--- config.mk ---
export PLATFORM = sky130hd
export DESIGN_NAME = wmvg_seq
export DESIGN_NICKNAME = d
export VERILOG_FILES = /design/src/hdl/wmvg_pkg.sv /design/src/hdl/wmvg_seq.sv
export SDC_FILE = /design/constraint.sdc
export NUM_CORES = 1
export LEC_CHECK = 0
export ABC_CLOCK_PERIOD_IN_PS = 7200
export BUFFER_PORTS_ARGS = -buffer_cell sky130_fd_sc_hd__buf_2
export CORE_ASPECT_RATIO = 1.4
export CORE_MARGIN = 5
export CORE_UTILIZATION = 48
export CTS_CLUSTER_DIAMETER = 200
export DETAILED_ROUTE_END_ITERATION = 12
export PLACE_DENSITY_LB_ADDON = 0.12
export SETUP_SLACK_MARGIN = 0.02
export SLEW_MARGIN = 25
export SYNTH_ARGS = -nofsm -noshare
export SYNTH_HDL_FRONTEND = slang
export SYNTH_SLANG_ARGS = --single-unit
--- constraint.sdc ---
create_clock -name clk -period 7.2 [get_ports clk]
set_clock_uncertainty 0.15 [all_clocks]
set_input_delay 1.44 -clock clk [delete_from_list [all_inputs] [get_ports clk]]
set_output_delay 1.44 -clock clk [all_outputs]
set_load 0.005 [all_outputs]
--- src/hdl/wmvg_pkg.sv ---
// Package for the wedge mesh vertex generator.
// Holds the shared sizes, operation codes, the transaction side-band record and
// the CORDIC arctangent table. No dependencies.
package wmvg_pkg;

  localparam int ANGLE_STEPS       = 6;
  localparam int CORDIC_ITERATIONS = 14;

  localparam int DEN       = ANGLE_STEPS - 1;
  localparam int DEN2      = 2 * DEN;
  localparam int NUM_W     = $clog2(DEN2 + 1);
  localparam int K_W       = $clog2(ANGLE_STEPS);
  localparam int N_W       = 16 + NUM_W;
  localparam int RSHIFT    = N_W + 1;
  localparam int RECIP_W   = RSHIFT + 1;
  localparam int RECIP     = (2 ** RSHIFT) / DEN2;
  localparam int PADD_PT   = 2 * (DEN / 2);

  localparam int XW        = 33;
  localparam int ZW        = 26;
  localparam int CORDIC_GAIN_INV = 652032874;
  localparam int Q14_ONE   = 16384;

  localparam logic [2:0] OP_POINT = 3'd0;
  localparam logic [2:0] OP_NEG   = 3'd1;
  localparam logic [2:0] OP_POS   = 3'd2;
  localparam logic [2:0] OP_ZP    = 3'd3;
  localparam logic [2:0] OP_ZN    = 3'd4;
  localparam logic [2:0] OP_CS    = 3'd5;
  localparam logic [2:0] OP_CE    = 3'd6;

  typedef struct packed {
    logic [2:0]         op;
    logic [4:0]         idx;
    logic [15:0]        radius;
    logic signed [16:0] zc;
    logic               last;
  } meta_t;

  function automatic logic [ZW-1:0] atan_lut(input int i);
    logic [ZW-1:0] v;
    case (i)
      0:  v = ZW'(2097152);
      1:  v = ZW'(1238021);
      2:  v = ZW'(654136);
      3:  v = ZW'(332050);
      4:  v = ZW'(166669);
      5:  v = ZW'(83416);
      6:  v = ZW'(41718);
      7:  v = ZW'(20860);
      8:  v = ZW'(10430);
      9:  v = ZW'(5215);
      10: v = ZW'(2608);
      11: v = ZW'(1304);
      12: v = ZW'(652);
      13: v = ZW'(326);
      14: v = ZW'(163);
      default: v = ZW'(81);
    endcase
    return v;
  endfunction

endpackage

--- src/hdl/wmvg_seq.sv ---
// Request sequencer: holds one request and issues one result slot per cycle while en is high.
// Depends on wmvg_pkg.
module wmvg_seq (
  input  logic                        clk,
  input  logic                        rst,
  input  logic                        en,
  input  logic                        smooth_draw,
  input  logic                        in_valid,
  output logic                        in_ready,
  input  logic [79:0]                 in_data,
  output logic                        issue,
  output wmvg_pkg::meta_t             meta,
  output logic [wmvg_pkg::NUM_W-1:0]  num,
  output logic [wmvg_pkg::NUM_W-1:0]  padd,
  output logic [15:0]                 start,
  output logic [15:0]                 sweep
);
  import wmvg_pkg::*;

  localparam logic [3:0] PH_IT = 4'd0;
  localparam logic [3:0] PH_IB = 4'd1;
  localparam logic [3:0] PH_OT = 4'd2;
  localparam logic [3:0] PH_OB = 4'd3;
  localparam logic [3:0] PH_NI = 4'd4;
  localparam logic [3:0] PH_NO = 4'd5;
  localparam logic [3:0] PH_ZP = 4'd6;
  localparam logic [3:0] PH_ZN = 4'd7;
  localparam logic [3:0] PH_CS = 4'd8;
  localparam logic [3:0] PH_CE = 4'd9;

  logic             busy;
  logic [3:0]       phase;
  logic [K_W-1:0]   k;
  logic [4:0]       idx;
  logic             smooth;
  logic [15:0]      rin, rout, hl;
  logic             last_now;
  logic             kend_pt, kend_nm;
  logic [NUM_W-1:0] k2;

  assign kend_pt  = (k == K_W'(ANGLE_STEPS - 1));
  assign kend_nm  = (k == K_W'(ANGLE_STEPS - 2));
  assign last_now = ((phase == PH_OB) && kend_pt && smooth) || (phase == PH_CE);
  assign issue    = busy && en;
  assign in_ready = en && (!busy || last_now);
  assign k2       = NUM_W'({k, 1'b0});

  always_comb begin
    meta.idx  = idx;
    meta.last = last_now;
    meta.radius = rin;
    meta.zc   = 17'sd0;
    meta.op   = OP_POINT;
    num       = k2;
    padd      = NUM_W'(DEN);
    unique case (phase)
      PH_IT: begin meta.zc = $signed({1'b0, hl}); padd = NUM_W'(PADD_PT); end
      PH_IB: begin meta.zc = -$signed({1'b0, hl}); padd = NUM_W'(PADD_PT); end
      PH_OT: begin
        meta.zc = $signed({1'b0, hl}); meta.radius = rout; padd = NUM_W'(PADD_PT);
      end
      PH_OB: begin
        meta.zc = -$signed({1'b0, hl}); meta.radius = rout; padd = NUM_W'(PADD_PT);
      end
      PH_NI: begin meta.op = OP_NEG; num = k2 | NUM_W'(1); end
      PH_NO: begin meta.op = OP_POS; num = k2 | NUM_W'(1); end
      PH_ZP: meta.op = OP_ZP;
      PH_ZN: meta.op = OP_ZN;
      PH_CS: begin meta.op = OP_CS; num = '0; end
      PH_CE: begin meta.op = OP_CE; num = NUM_W'(DEN2); end
      default: meta.op = OP_POINT;
    endcase
  end

  always_ff @(posedge clk) begin
    if (rst) begin
      busy <= 1'b0;
    end else if (en) begin
      if (in_valid && in_ready) begin
        busy   <= 1'b1;
        phase  <= PH_IT;
        k      <= '0;
        idx    <= '0;
        smooth <= smooth_draw;
        rin    <= in_data[15:0];
        rout   <= in_data[31:16];
        hl     <= in_data[47:32];
        start  <= in_data[63:48];
        sweep  <= in_data[79:64];
      end else if (busy) begin
        if ((phase == PH_OB) && kend_pt) begin
          idx <= '0;
        end else begin
          idx <= idx + 5'd1;
        end
        if (last_now) begin
          busy <= 1'b0;
        end else if (phase <= PH_OB) begin
          if (kend_pt) begin
            k <= '0;
            phase <= phase + 4'd1;
          end else begin
            k <= k + K_W'(1);
          end
        end else if (phase <= PH_NO) begin
          if (kend_nm) begin
            k <= '0;
            phase <= phase + 4'd1;
          end else begin
            k <= k + K_W'(1);
          end
        end else begin
          phase <= phase + 4'd1;
        end
      end
    end
  end

endmodule

## Word level (Yosys, flattened, before mapping)

Index checks and enable logic that the tools add are counted.

- Register bits after elaboration: 94
- Input bits: 85
- Word-level logic and storage cells: 73
- Output and inout bits: 84

- Reduce and logical (&&, ||, !) cells: 20
- Bitwise operators: 1
- Equality and inequality tests: 14
- Multiplexer cells: 22
- Add/sub/neg operators: 4
- Order comparisons: 2

Operators by type and width:

| cell | number |
|---|---|
| 17-bit one-hot mux with 2 select lines | 1 |
| 4-bit 2-to-1 mux | 6 |
| 3-bit 2-to-1 mux | 6 |
| 3-bit one-hot mux with 6 select lines | 1 |
| 16-bit negator with 17-bit output | 1 |
| 4-bit by 3-bit equality test with 1-bit output, second input constant | 4 |
| 16-bit 2-to-1 mux | 1 |
| 4-bit one-hot mux with 3 select lines | 1 |
| 5-bit 2-to-1 mux | 2 |
| 4-bit by 2-bit equality test with 1-bit output, second input constant | 2 |
| 4-bit equality test, second input constant | 2 |
| 2-bit OR reduction | 4 |
| 3-bit equality test, second input constant | 2 |
| 3-bit AND reduction | 2 |
| 6-bit AND reduction | 1 |
| 5-bit by 1-bit adder with 5-bit output, second input constant | 1 |
| 1-bit logical AND | 5 |
| 5-bit AND reduction | 1 |
| 4-bit by 1-bit adder with 4-bit output, second input constant | 1 |
| 4-bit by 1-bit equality test with 1-bit output, second input constant | 1 |
| 4-bit by 2-bit <= comparator with 1-bit output, second input constant | 1 |
| 4-bit by 3-bit <= comparator with 1-bit output, second input constant | 1 |
| 4-bit zero test | 1 |
| 1-bit 2-to-1 mux | 4 |
| other kinds (10) | 11 |

## Logic depth before layout (Yosys ltp)

Gate-level depths: netlist of run 1.

- Depth in word-level cells: 9
- Gate-level depth with buffers: 9
- Depth with buffers taken out: 6

## Least setup slack after synthesis of run 1

Ideal clock, no wire load.

- Path type: input -> register
- Start: input port in_valid
- End: register hl[0] (enable)
- Path slack: 1.068 ns
- Library setup time: 0.532 ns
- Data required time: 6.518 ns
- Arrival: 5.450 ns
- Stages: 3
- Buffers on the path: 0
- Path through: nand2_1 nor2b_1 nor2b_1

- Longest elaborated chain between the ends: 2

RTL lines:

| item | RTL line | text |
|---|---|---|
| start, declared | wmvg_seq.sv:8 | `input logic in_valid,` |
| 1-bit logical AND | wmvg_seq.sv:79 | `if (in_valid && in_ready) begin` |
| 3-bit AND reduction (no line) | n/a |  |
| end signal, assigned | wmvg_seq.sv:87 | `hl <= in_data[47:32];` |
| end, declared | wmvg_seq.sv:36 | `logic [15:0] rin, rout, hl;` |

No other way between the ends.
A chain may end at the register's enable or synchronous reset.

==> summary.md, run 1 <==
| Metric | Value |
|---|---|
| Port buffer count | `165` |
| Arr. time, crit path | `about 2600 ps` |
| Critical Path Slowest Stage Cell | `nor3b_1` |
| Hold slack | `413.7 ps` |
| Minimum clock period | `4157 ps` |
| Iteration count of the initial detailed-routing pass | `4` |
| NumNets Final | `roughly 550` |
| Top cell type's share of synthesized area | `68.32%` |
| Crit-path max FO | `6` |
| Worst-path cell chain | `inv_1, ha_1, nor3b_1, nand2_1, o31a_1, o22a_1, buf_2` |
| Std cell rows | `39` |
| Initial antenna violation count | `0` |
| CP startpoint kind | `register` |
| GP Congestion | `0.8552` |
| Drt drc | `0` |
| PD cells | `220.5 nW/um^2` |
| WL final | `slightly above 9 mm` |
| TritonCTS clock tree | `done` |
| Critical path's largest stage delay | `490 ps` |
| Final hold violations | `0` |
| Number of vias per cell | `5.238` |
| Post-synth ARST share | `0%` |
| Clock Latency Late Sink | `330 ps` |
| Die area | `10490 sq um` |
| Hold WC Path Type | `reg2reg` |
| Die H | `119.2 microns` |
| Yosys top cell by area | `edfxtp_1` |
| F_max | `240.6 MHz` |
| Post-Syn Area | `4088 sq um` |
| CTS Hold Bufs | `0` |
| IO Count | `169` |
| Synth Instances | `290` |
| Synth-to-layout area growth | `28.96%` |
| Setup slack after layout | `3044 ps` |
| Gr ovfl total | `0` |
| First-pass GRT wire length | `14.82 mm` |
| Die width | `87.99 microns` |
| ANT cells | `0` |
| Overall routing resource usage | `between 10% and 20%` |
| Yosys warns | `0` |
| Multi-input gate area | `1170 sq um` |
| Largest net degree at the start of global routing | `46` |
| Post-synthesis sequential area ratio | `~69%` |
| Maximum root-to-sink buffer count | `2` |
| Synth cell count leaders | `edfxtp_1, nor2_1, mux2_2` |
| Setup TNS | `0 ps` |
| Vias in the first global route | `3097` |
| Mean Syn Cell Area | `14.10 sq um` |
| Crit path required time | `5610 ps` |
| PostCTS Resize Cnt | `0` |
| DR WL/cell | `approximately 17 microns` |
| RSZ-0062 raised after global routing | `no` |
| Number of flops mapped to enable cells by yosys | `93` |
| CTS sink cnt | `94` |
| H-tree levels | `3` |
| Yosys cell types | `55` |
| Pins Over Slew Limit | `0` |
| Clock-pin transition on the worst setup and hold timing paths | `60 ps` |
| Vias | `about 2900` |
| Setup WS pre-CTS | `about 3000 ps` |
| Final setup fails | `0` |
| DRT antenna net count | `0` |
| Starting Density | `49.57%` |
| Predominant post-synthesis flop cell | `edfxtp_1` |
| Crit path kind | `reg2out` |
| Drt first-iter violations | `between 100 and 150` |
| Final Cycle Share | `57.73%` |
| Worst slew pin tran | `954.4 ps` |
| Max cap viols | `0` |
| Register bit total from synthesis | `94` |
| Crit end category | `primary output` |
| Status | `finished, final reports clean` |
| DP HPWL | `7.047 mm` |
| CTS buffer count | `9` |
| Rel. slew slack | `36.24%` |
| Worst VDD drop | `around 0.2 mV` |
| Reg area | `2813 sq um` |
| Core Region | `slightly above 8000 sq um` |
| Top post-synthesis cells by area | `edfxtp_1, mux2_2, ha_1` |
| Number of fill cells | `664` |
| Post-CTS Setup Inserts | `0` |
| Root Driver | `clkbuf_16` |
| Most common cell in the netlist | `edfxtp_1` |
| Layout cells sized above 1 | `43.70%` |
| LEAKAGE | `2.178 nW` |
[per-stage QoR]
stage | area, sq um | power, mW | util, % | cells
after floorplan | 4091 | 0.6839 | - | 291
after global placement | 4990 | 0.7275 | 60.51 | 547
after detailed placement | 4992 | 0.7307 | 60.54 | 547
after CTS | 5271 | 1.177 | 63.92 | 562
after global routing | 5271 | 1.215 | 63.92 | 562
final | 5271 | 1.162 | 63.92 | 562
[where the power goes]
group          switching, mW  internal, mW  leakage, nW
Clock                  0.182         0.263        0.135
Sequential           0.00909         0.622        0.860
Combinational         0.0433        0.0432         1.18
[cell families (layout without fill, tap and decap cells)]
group	Yosys count	count (layout)	synth area share (%)
compound gates	49	49	7.928
simple gates	86	86	10.87
mux	19	19	5.173
flops	94	94	68.81
other cells	2	3	0.1837
fa+ha+maj	10	10	3.061
xor+xnor	5	5	1.072
buf+inv	25	194	2.908
[placed cells by master, fill, tap and decap left out, types with 2 or more instances in the layout]
cell type  Yosys  final
mux2_2        17     17
nor2_2         1      2
or2_1          2      2
xnor2_1        3      3
nor2b_1        3      2
xor2_1         2      2
nor4_1         3      3
clkbuf_16      0      9
clkinv_1       0      4
nor2_1        28     27
nor3_1         8      8
o21ai_1        2      2
nand2_1       14     14
a21oi_1       10     10
inv_1         13     13
ha_1          10     10
and2_1         6      6
mux2i_1        2      2
nand3_1        6      6
nand3b_1       2      2
nand2b_1       3      3
buf_2          2    165
o21ai_0       11     11
conb_1         2      3
edfxtp_1      93     93
nor3b_1        2      2
a21o_1         3      3
a31oi_1        6      6
[metal layers]
layer  part of all wire, %  vias to the layer above  wire, microns  track usage (%)
met5                     0                        -              0                0
met4                   2.2                        0            204            8.445
met3                    10                       16            960            7.459
met2                    51                      131           4790            30.05
met1                    36                     1381           3397            20.85
li1                      -                     1416              -                -
[state kept, by name, summed over array words and instances (netlist names)]
name,flops
sweep,16
idx,5
phase,4
rin,16
rout,16
hl,16
busy,1
start,16
k,3
smooth,1
[critical path: cells and delay by family, from the launching register on]
family	cells	cell delay [ps]
fa+ha+maj	1	240
compound gates	2	540
flops	1	410
buf+inv	2	260
simple gates	2	790
[layout make-up]
class | instances | share of cell area [%]
Multi-Input combinational cell | 172 | 22.19
Timing Repair Buffer | 166 | 15.81
Inverter | 13 | 0.9257
Tap cell | 102 | 2.421
Clock buffer | 9 | 4.272
Clock inverter | 6 | 1.021
Sequential cell | 94 | 53.36
[path summary, 6_finish.rpt]
path / start / to / slack (ps) / cells after the start
hold / removal: busy$_SDFFE_PP0P_ / busy$_SDFFE_PP0P_ / 410 / 2
setup reg to reg: phase[1]$_SDFFCE_PP0P_ / sweep[0]$_DFFE_PP_ / 3330 / 7
setup / recovery: hl[0]$_DFFE_PP_ / meta[15] / 3040 / 7
hold reg to reg: busy$_SDFFE_PP0P_ / busy$_SDFFE_PP0P_ / 410 / 2
Note: power is estimated with default switching activity, not from simulation.
==> inputs of run 2 (changes only) <==
Settings changed: ABC_CLOCK_PERIOD_IN_PS 7200 to 3900.
Clock period 7.2 ns to 3.9 ns, I/O delays scaled along.
==> summary.md, run 2 (synthesized netlist as in run 1, its figures left out) <==
| Metric | Value |
|---|---|
| Status | `finished, final reports clean (unchanged)` |
| Arr. time, crit path | `2470 ps (was 2570 ps)` |
| Setup slack after layout | `496.2 ps (was 3044 ps)` |
| Pins Over Slew Limit | `0 (unchanged)` |
| F_max | `293.8 MHz` |
| IO Count | `169 (unchanged)` |
| Crit end category | `primary output (unchanged)` |
| Maximum root-to-sink buffer count | `2 (unchanged)` |
| Hold WC Path Type | `reg2reg (unchanged)` |
| Rel. slew slack | `39.89% (was 36.24%)` |
| Worst VDD drop | `0.3011 mV (was 0.2023 mV)` |
| CTS buffer count | `9 (unchanged)` |
| Synth-to-layout area growth | `29.72% (was 28.96%)` |
| Reg area | `2813 sq um (unchanged)` |
| Layout cells sized above 1 | `43.63% (was 43.70%)` |
| PostCTS Resize Cnt | `0 (unchanged)` |
| Crit path kind | `reg2out (unchanged)` |
| Worst-path cell chain | `inv_1, ha_1, nor3b_1, nand2_1, o31a_1, o22a_1, buf_2 (unchanged)` |
| DRT antenna net count | `0 (unchanged)` |
| Minimum clock period | `3404 ps` |
| H-tree levels | `3 (unchanged)` |
| Critical Path Slowest Stage Cell | `nor3b_1 (unchanged)` |
| GP Congestion | `0.8833 (was 0.8552)` |
| Number of fill cells | `649 (was 664)` |
| Std cell rows | `39 (unchanged)` |
| Vias | `2901 (was 2944)` |
| Vias in the first global route | `2979 (was 3097)` |
| Setup WS pre-CTS | `812.8 ps (was 3044 ps)` |
| Largest net degree at the start of global routing | `74 (was 46)` |
| Setup TNS | `0 ps (unchanged)` |
| Clock-pin transition on the worst setup and hold timing paths | `60 ps (about the same)` |
| Multi-input gate area | `1167 sq um (was 1170 sq um)` |
| First-pass GRT wire length | `14.25 mm (was 14.82 mm)` |
| Starting Density | `49.57% (unchanged)` |
| Post-CTS Setup Inserts | `0 (unchanged)` |
| LEAKAGE | `2.193 nW (was 2.178 nW)` |
| Clock Latency Late Sink | `330 ps (about the same)` |
| DP HPWL | `6.853 mm (was 7.047 mm)` |
| Core Region | `8247 sq um (unchanged)` |
| Iteration count of the initial detailed-routing pass | `6 (was 4)` |
| Crit path required time | `2970 ps (was 5610 ps)` |
| WL final | `9.057 mm (was 9.351 mm)` |
| CP startpoint kind | `register (unchanged)` |
| Die H | `119.2 microns (unchanged)` |
| Gr ovfl total | `0 (unchanged)` |
| Hold slack | `428.3 ps (was 413.7 ps)` |
| Final hold violations | `0 (unchanged)` |
| Number of vias per cell | `5.125 (was 5.238)` |
| Drt drc | `0 (unchanged)` |
| Drt first-iter violations | `129 (was 112)` |
| Final std cells w/o fill | `566 (was 562)` |
| Final setup fails | `0 (unchanged)` |
| Die area | `10490 sq um (unchanged)` |
| Placed Cells | `549 (was 547)` |
| Most frequent cells in the layout | `buf_2, edfxtp_1, nor2_1, mux2_2, nand2_1 (unchanged)` |
| TritonCTS clock tree | `done (unchanged)` |
| Critical path's largest stage delay | `460 ps (was 490 ps)` |
| CTS sink cnt | `94 (unchanged)` |
| CTS Hold Bufs | `0 (unchanged)` |
| Overall routing resource usage | `17.58% (was 18.42%)` |
| PD cells | `407.5 nW/um^2 (was 220.5 nW/um^2)` |
| Final Cycle Share | `~87%` |
| Die width | `87.99 microns (unchanged)` |
| Port buffer count | `165 (unchanged)` |
| Worst slew pin tran | `899.6 ps (was 954.4 ps)` |
| Max cap viols | `0 (unchanged)` |
| DR WL/cell | `16.00 microns (was 16.64 microns)` |
| Commonest non-fill, non-tap cell in the layout | `buf_2 (unchanged)` |
| Root Driver | `clkbuf_16 (unchanged)` |
| RSZ-0062 raised after global routing | `no (unchanged)` |
| Crit-path max FO | `6 (unchanged)` |
| Initial antenna violation count | `1 (was 0)` |
| NumNets Final | `553 (was 551)` |
==> run 2: cell count changes in the layout (fill, tap and decap cells not counted), sizes merged <==
cell    previous run  this run
clkinv             5         2
diode              0         1
inv               13        14
clkbuf             9        12
buf              166       168
==> run 2: critical path: cells and delay by family, from the launching register on <==
kind,cells,cell delay (ps)
and+or+nand+nor,2,740
buffers and inverters,2,260
adders and majority gates,1,220
AOI/OAI and AO/OA,2,530
DFF,1,410
==> run 2: power breakdown <==
part | total [mW] | internal, mW | leakage [nW] | switching (mW)
combinational | 0.162 | 0.0817 | 1.20 | 0.0799
clock | 0.835 | 0.496 | 0.136 | 0.339
sequential | 1.16 | 1.15 | 0.860 | 0.0164
total | 2.16 | 1.73 | 2.19 | 0.436
==> run 2: final cells by class <==
cell class,count,share of cell area [%]
multi-input cells,172,22.02
well taps,102,2.407
inverters,13,0.9202
clock inverters,4,0.8731
clock buffers,12,4.460
diodes,1,0.04719
repair buffers,168,16.23
flip-flops and latches,94,53.04
==> run 2: per-stage QoR <==
stage / util [%] / total power [mW] / area, sq um
4_1_cts: 64.27 / 2.176 / 5300
6_report: 64.30 / 2.161 / 5303
2_1_floorplan: - / 1.260 / 4099
3_5_place_dp: 60.84 / 1.350 / 5017
5_1_grt: 64.30 / 2.249 / 5303
3_3_place_gp: 60.84 / 1.345 / 5017
==> run 2: layer usage <==
layer	GRT usage (%)	vias to the layer above	part of all wire, %	routed length (microns)
met1	20.48	1335	38	3415
met5	0	-	0	0
met3	6.975	10	10	937
li1	-	1424	-	-
met2	28.77	132	50	4559
met4	6.814	0	1.6	144
==> run 2: path summary, 6_finish.rpt <==
kind | startpoint | end | slack (ps) | cells past startpoint
worst max-delay path | hl[0]$_DFFE_PP_ | meta[15] | 500 | 7
worst min-delay path | busy$_SDFFE_PP0P_ | busy$_SDFFE_PP0P_ | 430 | 2
worst max register to register | phase[1]$_SDFFCE_PP0P_ | rin[2]$_DFFE_PP_ | 820 | 7
worst min register to register | busy$_SDFFE_PP0P_ | busy$_SDFFE_PP0P_ | 430 | 2
==> inputs of run 3 (changes only) <==
Settings changed: CORE_UTILIZATION 48 to 50, CTS_BUF_LIST from default to sky130_fd_sc_hd__clkbuf_8.
==> summary.md, run 3 (synthesized netlist as in run 1, its figures left out) <==
| Metric | Value |
|---|---|
| Crit path required time | `2970 ps (about the same)` |
| DRT antenna net count | `0 (unchanged)` |
| Critical path's largest stage delay | `450 ps (was 460 ps)` |
| CP startpoint kind | `register (unchanged)` |
| H-tree levels | `3 (unchanged)` |
| Die H | `117.0 microns (was 119.2 microns)` |
| IO Count | `169 (unchanged)` |
| Overall routing resource usage | `18.65% (was 17.58%)` |
| Critical Path Slowest Stage Cell | `nor3b_1 (unchanged)` |
| F_max | `289.1 MHz (was 293.8 MHz)` |
| R2R Path Start | `phase[1]$_SDFFCE_PP0P_ (unchanged)` |
| M1 GR Usage | `19.10% (was 20.48%)` |
| Number of fill cells | `622 (was 649)` |
| Worst VDD drop | `0.3228 mV (was 0.3011 mV)` |
| Crit-path max FO | `6 (unchanged)` |
| Worst slew pin tran | `914.8 ps (was 899.6 ps)` |
| Iteration count of the initial detailed-routing pass | `4 (was 6)` |
| CTS sink cnt | `94 (unchanged)` |
| Post-CTS Setup Inserts | `0 (unchanged)` |
| TritonCTS clock tree | `done (unchanged)` |
| Hold Path Origin | `busy$_SDFFE_PP0P_ (unchanged)` |
| GR Util met2 | `33.15% (was 28.77%)` |
| Vias in the first global route | `3098 (was 2979)` |
| Overall power | `2.013 mW (was 2.161 mW)` |
| Std cell rows | `39 (unchanged)` |
| Minimum clock period | `3459 ps (was 3404 ps)` |
| Final setup fails | `0 (unchanged)` |
| Starting Density | `50.77% (was 49.57%)` |
| RSZ-0062 raised after global routing | `no (unchanged)` |
| First-pass GRT wire length | `14.30 mm (was 14.25 mm)` |
| Pins Over Slew Limit | `0 (unchanged)` |
| Largest net degree at the start of global routing | `46 (was 74)` |
| DP HPWL | `7.096 mm (was 6.853 mm)` |
| Hold WC Path Type | `reg2reg (unchanged)` |
| Status | `finished, final reports clean (unchanged)` |
| PostCTS Resize Cnt | `0 (unchanged)` |
| LEAKAGE | `2.173 nW (was 2.193 nW)` |
| Port buffer count | `165 (unchanged)` |
| Most frequent cells in the layout | `buf_2, edfxtp_1, nor2_1, mux2_2 (was buf_2, edfxtp_1, nor2_1, mux2_2, nand2_1)` |
| ANT cells | `0 (was 1)` |
| Number of vias per cell | `5.205 (was 5.125)` |
| Rel. slew slack | `38.88% (was 39.89%)` |
| Final Cycle Share | `88.70% (was 87.28%)` |
| Vias | `2951 (was 2901)` |
| Synth-to-layout area growth | `28.01% (was 29.72%)` |
| NumNets Final | `555 (was 553)` |
| Met3 global-route usage | `7.843% (was 6.975%)` |
| Maximum root-to-sink buffer count | `2 (unchanged)` |
| Arr. time, crit path | `2530 ps (was 2470 ps)` |
| WL final | `9.311 mm (was 9.057 mm)` |
| Die width | `86.42 microns (was 87.99 microns)` |
| Drt drc | `0 (unchanged)` |
| Setup TNS | `0 ps (unchanged)` |
| Clock-pin transition on the worst setup and hold timing paths | `90 ps (was 60 ps)` |
| Clock Latency Late Sink | `360 ps (was 330 ps)` |
| Max cap viols | `0 (unchanged)` |
| DR WL/cell | `16.42 microns (was 16.00 microns)` |
| Gr ovfl total | `0 (unchanged)` |
| GP Congestion | `0.9017 (was 0.8833)` |
| Layer with the highest usage | `met2 (unchanged)` |
| Crit end category | `primary output (unchanged)` |
| CP startpoint | `hl[0]$_DFFE_PP_ (unchanged)` |
| Die area | `10110 sq um (was 10490 sq um)` |
| Crit path kind | `reg2out (unchanged)` |
| Final hold violations | `0 (unchanged)` |
| PD cells | `384.7 nW/um^2 (was 407.5 nW/um^2)` |
| Drt first-iter violations | `144 (was 129)` |
| Root Driver | `clkbuf_8 (was clkbuf_16)` |
| Core Region | `8051 sq um (was 8247 sq um)` |
| CTS buffer count | `9 (unchanged)` |
| Commonest non-fill, non-tap cell in the layout | `buf_2 (unchanged)` |
| Initial antenna violation count | `0 (was 1)` |
| CTS Hold Bufs | `0 (unchanged)` |
| Worst-path cell chain | `inv_1, ha_1, nor3b_1, nand2_1, o311a_2, a21oi_1, buf_2 (was inv_1, ha_1, nor3b_1, nand2_1, o31a_1, o22a_1, buf_2)` |
| Layout cells sized above 1 | `44.52% (was 43.63%)` |
## run 3: changes by cell type in the layout (fill, tap and decap cells not counted), sizes merged
cell	change
buf	+2
bufinv	+1
clkbuf	-3
clkinvlp	+1
diode	-1
inv	+1
## run 3: power breakdown
part	internal, mW	switching, mW	total [mW]
logic	0.0819	0.0817	0.164
clock network	0.358	0.329	0.687
registers	1.15	0.0163	1.16
total	1.59	0.427	2.01
## run 3: layout make-up
type	instances	area, sq um	area share, %
clock buffer	9	123.9	2.367
tap	102	127.6	2.439
timing repair buffer	170	863.3	16.50
inverter	13	48.80	0.9326
sequential	94	2813	53.75
clock inverter	7	88.84	1.698
multi-input combinational	172	1167	22.31
## run 3: critical path: cells and delay by family, from the launching register on
kind,cells,cell delay [ps]
simple gates,2,720
fa+ha+maj,1,220
compound gates,2,540
flops,1,420
buf+inv,2,290
## run 3: metrics by stage
stage	setup slack, ps	cells	area, sq um	util, %	hold WS, ps
after global placement	894.1	551	5020	62.35	396.5
after CTS	443.7	567	5233	64.99	415.7
after floorplan	446.1	291	4099	-	356.0
final	440.6	567	5233	64.99	420.3
after global routing	246.1	567	5233	64.99	406.5
after detailed placement	858.1	551	5020	62.35	411.2
## run 3: path summary, 6_finish.rpt
| check | cells past startpoint | slack (ps) | endpoint |
|---|---|---|---|
| min reg2reg | 2 | 420 | busy$_SDFFE_PP0P_ |
| max | 7 | 440 | meta[9] |
| min | 2 | 420 | busy$_SDFFE_PP0P_ |
| max reg2reg | 8 | 1090 | rin[1]$_DFFE_PP_ |
## run 3: metal layers
metal | vias up | wire length (microns)
met2 | 138 | 4876
met3 | 10 | 992
met1 | 1380 | 3303
met4 | 0 | 138
met5 | - | 0
li1 | 1423 | -
